==> config.mk <==
export PLATFORM = sky130hd
export DESIGN_NAME = cvks_ctrl
export DESIGN_NICKNAME = d
export VERILOG_FILES = /design/src/hw/rtl/cvks_pkg.sv /design/src/hw/rtl/cvks_ctrl.sv
export SDC_FILE = /design/constraint.sdc
export NUM_CORES = 1
export LEC_CHECK = 0
export BUFFER_PORTS_ARGS = -buffer_cell sky130_fd_sc_hd__buf_2
export CAP_MARGIN = 20
export CORE_AREA = 2 2 39 41
export DETAILED_ROUTE_END_ITERATION = 8
export DIE_AREA = 0 0 41 43
export GPL_TIMING_DRIVEN = 0
export MAX_ROUTING_LAYER = met4
export PLACE_DENSITY = 0.56
export SYNTH_ARGS = -nofsm -noshare
export SYNTH_HDL_FRONTEND = slang
export SYNTH_SLANG_ARGS = --single-unit
==> constraint.sdc <==
create_clock -name clock -period 2.2 [get_ports clock]
set_input_delay 0 -clock clock [delete_from_list [all_inputs] [get_ports clock]]
set_output_delay 0 -clock clock [all_outputs]
set_load 0.01 [all_outputs]
==> src/hw/rtl/cvks_pkg.sv <==
`timescale 1ns / 1ps
// ----------------------------------------------------------------------------
// cvks_pkg
// Shared types, constants and commands for the constant-velocity smoother.
// ----------------------------------------------------------------------------
package cvks_pkg;

   localparam int COORD_FRAC_BITS = 16;
   localparam int COV_FRAC        = 24;
   localparam int DIV_STEPS       = 33;
   localparam int CNT_W           = 6;
   localparam logic [32:0] GAIN_ONE = 33'h1_0000_00;

   localparam logic [1:0] REG_PROCESS_NOISE      = 2'd0;
   localparam logic [1:0] REG_MEASUREMENT_NOISE  = 2'd1;
   localparam logic [1:0] REG_INITIAL_COVARIANCE = 2'd2;

   typedef enum logic [3:0] {
      ST_IDLE,
      ST_PREDICT,
      ST_DIV_KP_START,
      ST_DIV_KP,
      ST_DIV_KV_START,
      ST_DIV_KV,
      ST_MUL_X,
      ST_MUL_Y,
      ST_UPDATE,
      ST_OUTPUT
   } state_type;

   typedef struct packed {
      logic load;
      logic init;
      logic predict;
      logic div_start_kp;
      logic div_start_kv;
      logic div_step;
      logic take_kp;
      logic take_kv;
      logic mul_x;
      logic mul_y;
      logic update;
   } cmd_type;

   typedef struct packed {
      logic first;
      logic div_done;
   } status_type;

endpackage

==> src/hw/rtl/cvks_ctrl.sv <==
`timescale 1ns / 1ps
// ----------------------------------------------------------------------------
// cvks_ctrl
// Sequencer for predict, gain division, correction and result hand-off.
// ----------------------------------------------------------------------------
module cvks_ctrl (
   input  logic                   clock,
   input  logic                   reset,
   input  logic                   in_valid,
   output logic                   in_ready,
   output logic                   out_valid,
   input  logic                   out_ready,
   input  cvks_pkg::status_type   status,
   output cvks_pkg::cmd_type      cmd
);

   cvks_pkg::state_type state_ff, state_in;

   always_ff @(posedge clock) begin
      if (reset) begin
         state_ff <= cvks_pkg::ST_IDLE;
      end else begin
         state_ff <= state_in;
      end
   end

   always_comb begin
      state_in  = state_ff;
      cmd       = '0;
      in_ready  = 1'b0;
      out_valid = 1'b0;
      case (state_ff)
         cvks_pkg::ST_IDLE: begin
            in_ready = 1'b1;
            if (in_valid) begin
               cmd.load = 1'b1;
               state_in = cvks_pkg::ST_PREDICT;
            end
         end
         cvks_pkg::ST_PREDICT: begin
            if (status.first) begin
               cmd.init = 1'b1;
               state_in = cvks_pkg::ST_IDLE;
            end else begin
               cmd.predict = 1'b1;
               state_in    = cvks_pkg::ST_DIV_KP_START;
            end
         end
         cvks_pkg::ST_DIV_KP_START: begin
            cmd.div_start_kp = 1'b1;
            state_in         = cvks_pkg::ST_DIV_KP;
         end
         cvks_pkg::ST_DIV_KP: begin
            if (status.div_done) begin
               cmd.take_kp = 1'b1;
               state_in    = cvks_pkg::ST_DIV_KV_START;
            end else begin
               cmd.div_step = 1'b1;
            end
         end
         cvks_pkg::ST_DIV_KV_START: begin
            cmd.div_start_kv = 1'b1;
            state_in         = cvks_pkg::ST_DIV_KV;
         end
         cvks_pkg::ST_DIV_KV: begin
            if (status.div_done) begin
               cmd.take_kv = 1'b1;
               state_in    = cvks_pkg::ST_MUL_X;
            end else begin
               cmd.div_step = 1'b1;
            end
         end
         cvks_pkg::ST_MUL_X: begin
            cmd.mul_x = 1'b1;
            state_in  = cvks_pkg::ST_MUL_Y;
         end
         cvks_pkg::ST_MUL_Y: begin
            cmd.mul_y = 1'b1;
            state_in  = cvks_pkg::ST_UPDATE;
         end
         cvks_pkg::ST_UPDATE: begin
            cmd.update = 1'b1;
            state_in   = cvks_pkg::ST_OUTPUT;
         end
         cvks_pkg::ST_OUTPUT: begin
            out_valid = 1'b1;
            if (out_ready) begin
               state_in = cvks_pkg::ST_IDLE;
            end
         end
         default: begin
            state_in = cvks_pkg::ST_IDLE;
         end
      endcase
   end

endmodule

==> flow_metrics.py <==
metrics = {
    "status": {
        "status": "complete, no violations",
    },
    "drt": {
        "routed_wl_um": 972,
        "via_per_inst": 5.14,
        "vias": 463,
        "drt_first_pass_iters": 4,
        "drt-initial-drc-count": 17,
        "postRouteAntennaNets": 0,
        "drc": 0,
        "wl_per_cell_um": 10.8,
    },
    "clock_tree": {
        "cts_resized": 0,
        "cts_root_buffer": "clkbuf_4",
        "htreeDepth": 1,
        "cts_max_path_buffers": 2,
        "cts_tree": "yes",
        "numCtsBuffers": 3,
        "cts_sinks": 4,
        "clk_pin_slew_ps": 30,
        "insertion_delay_ps": 230,
        "post_cts_buffers": 0,
    },
    "global_route": {
        "grt_start_max_net_pins": 11,
        "overflow": 0,
        "grt_pass1_wl_mm": 1.64,
        "grt_pass1_vias": 372,
        "grt_use_total_pct": 13.8,
        "grt_antenna_before_repair": 0,
    },
    "logic_synthesis": {
        "post_synth.cell_area_avg_sq_um": 6.64,
        "synth-simple-area-share_pct": 52.2,
        "synthMuxAreaShare_pct": 0,
        "ys_seq_area_share_pct": 23.2,
        "synth_area_leaders": "dfxtp_1, nand2_1, nor3_1",
        "yosys_warnings": 0,
        "synth_compound_area_share_pct": 17.4,
        "yosysTopAreaCellShare_pct": 23.2,
        "synth_area_sq_um": 345,
        "ys_ff_latch": 4,
        "synth_top_family_by_area": "simple AND/OR/NAND/NOR gates",
        "synthCells": 52,
        "synth_cell_types": 23,
        "yosys.area.top_type": "dfxtp_1",
        "synth_xor_area_share_pct": 0,
        "synth_nets": 58,
        "synth_fa_ha_area_share_pct": 0,
    },
    "setup_path": {
        "required_ps": 2200,
        "startpoint_type": "flop",
        "critical_path_arrival_ps": 1400,
        "r2r_slack_ps": 870,
        "worstPathMaxFanout": 10,
        "r2r-start": "state_ff[3]",
        "cp-end-kind": "primary output",
        "reg2regPathDepth": 4,
        "r2r_end": "state_ff[0]",
        "crit_type": "reg2out",
    },
    "sta": {
        "fin_crit_sh_pct": 63.8,
        "max-slew-margin-rel_pct": 72.6,
        "setup_slack_ps": 797,
        "fin_worst_skew_ps": 2.24,
        "worst_slew_pin_slew_ps": 411,
        "fmax_mhz": 713,
        "final-max-slew-violation-count": 0,
        "post-route-min-period_ps": 1400,
        "hold_viol": 0,
        "rsz0062_at_grt": "false",
        "fin_setup_tns_ps": 0,
        "finalSetupViolCount": 0,
    },
    "place": {
        "place_ws_ps": 887,
        "dp_hpwl_um": 702,
        "io_buffers": 18,
        "gp_congestion": 0.730,
        "dp_cells": 86,
    },
    "cells_and_area": {
        "fillers": 159,
        "largestRegisters": "state_ff: 4 flops",
        "drive_above_1_share_pct": 32.4,
        "largest_reg_flops": 4,
        "final_nets": 82,
        "largest_register": "state_ff",
        "antenna_cells": 0,
        "area_growth_pct": 41.3,
        "stdcell_count": 90,
    },
    "floorplanning": {
        "die_h_um": 43,
        "start_util_pct": 25.0,
        "rows": 14,
        "core_area_sq_mm": 0.00138,
        "die_area_sq_mm": 0.00176,
        "die_x_um": 41,
        "top_level_ports": 19,
    },
    "worst_hold_path": {
        "hold_start": "out_ready",
        "whs_path_depth": 4,
        "worst_hold_path_type": "in2reg",
        "whs_endpoint": "state_ff[3]",
    },
    "power_and_ir_drop": {
        "leakagePower_nw": 0.240,
        "power_w": 0.000233,
        "powerDensity_mw_per_mm2": 478,
        "irDropWorstVdd_v": 0.000377,
    },
    "flow_run": {
        "drv_cap": 0,
    },
}
-- critical path, stage by stage (launching register included) --
cell     delay (ps)
dfxtp_1         350
buf_2           200
nor4_1          340
and2_1          160
buf_2           120
-- how the worst max path moves through the flow --
stage                           start     endpoint  slack, ps  cells past startpoint
after CTS                 state_ff[1]      cmd[10]        790                      4
final                     state_ff[1]      cmd[10]        800                      4
after detailed placement  state_ff[3]  state_ff[0]        890                      4
after global placement    state_ff[3]  state_ff[0]        880                      4
after floorplan           state_ff[1]      cmd[10]        940                      3
after global routing      state_ff[1]      cmd[10]        640                      4
-- timing repair --
item	in CTS	in global routing
hold buffers	1	0
setup endpoints to repair	0	0
endpoints found under the hold margin	4	0
-- cell usage in the layout, fill, tap and decap left out, drive strengths merged, types with 2 or more instances in the layout --
master	count
a211oi	2
a21oi	3
and2	2
and3	2
buf	20
clkbuf	5
dfxtp	4
inv	2
nand2	6
nand2b	3
nand3	2
nor2	5
nor2b	2
nor3	4
nor4	2
o21ai	3
-- power by group --
part,internal (W),total [W],switching (W)
logic,0.0000264,0.0000621,0.0000357
registers,0.0000768,0.0000824,0.00000560
clock network,0.0000609,0.0000888,0.0000279
total,0.000164,0.000233,0.0000692
-- cells by family after synthesis --
group / Yosys count
AOI/OAI and AO/OA: 10
buffers and inverters: 6
DFF: 4
and+or+nand+nor: 32
-- layout make-up --
type,count,area [sq um],area share [%]
plain buffers,4,17.5,3.59
clock buffers,3,22.5,4.62
inverters,2,7.51,1.54
multi-input cells,42,240,49.2
flip-flops and latches,4,80.1,16.4
well taps,16,20.0,4.10
repair buffers,19,100,20.5
-- metrics by stage --
| stage | hold slack, ps | util [%] | instance area, sq um |
|---|---|---|---|
| after detailed placement | 227 | 32.9 | 455 |
| after CTS | 74.2 | 35.3 | 488 |
| final | 84.9 | 35.3 | 488 |
| after global placement | 224 | 32.9 | 455 |
| after floorplan | 46.3 | - | 345 |
| after global routing | 104 | 35.3 | 488 |
-- routing by layer --
| metal | share of wire [%] | vias up | global-route usage [%] |
|---|---|---|---|
| met2 | 44 | 18 | 16.3 |
| met4 | 0 | 0 | 2.00 |
| li1 | - | 231 | - |
| met1 | 48 | 214 | 20.6 |
| met3 | 8.0 | 0 | 7.85 |
| met5 | 0 | - | - |
-- synthesized netlist by cell type --
cell,number
nand3_1,2
and3_1,2
a211oi_1,2
and2_1,2
nand2b_4,1
nor2_1,5
a311oi_1,1
nor3_1,4
a31oi_1,1
dfxtp_1,4
nor4_1,2
and4b_1,1
nand2b_1,2
or4_1,1
nand2_1,6
o21ai_0,3
a21oi_1,3
inv_1,2
nor2b_1,2
or3_1,1
clkbuf_1,2
nor4b_1,1
buf_2,2
(Power assumes the default switching activity.)
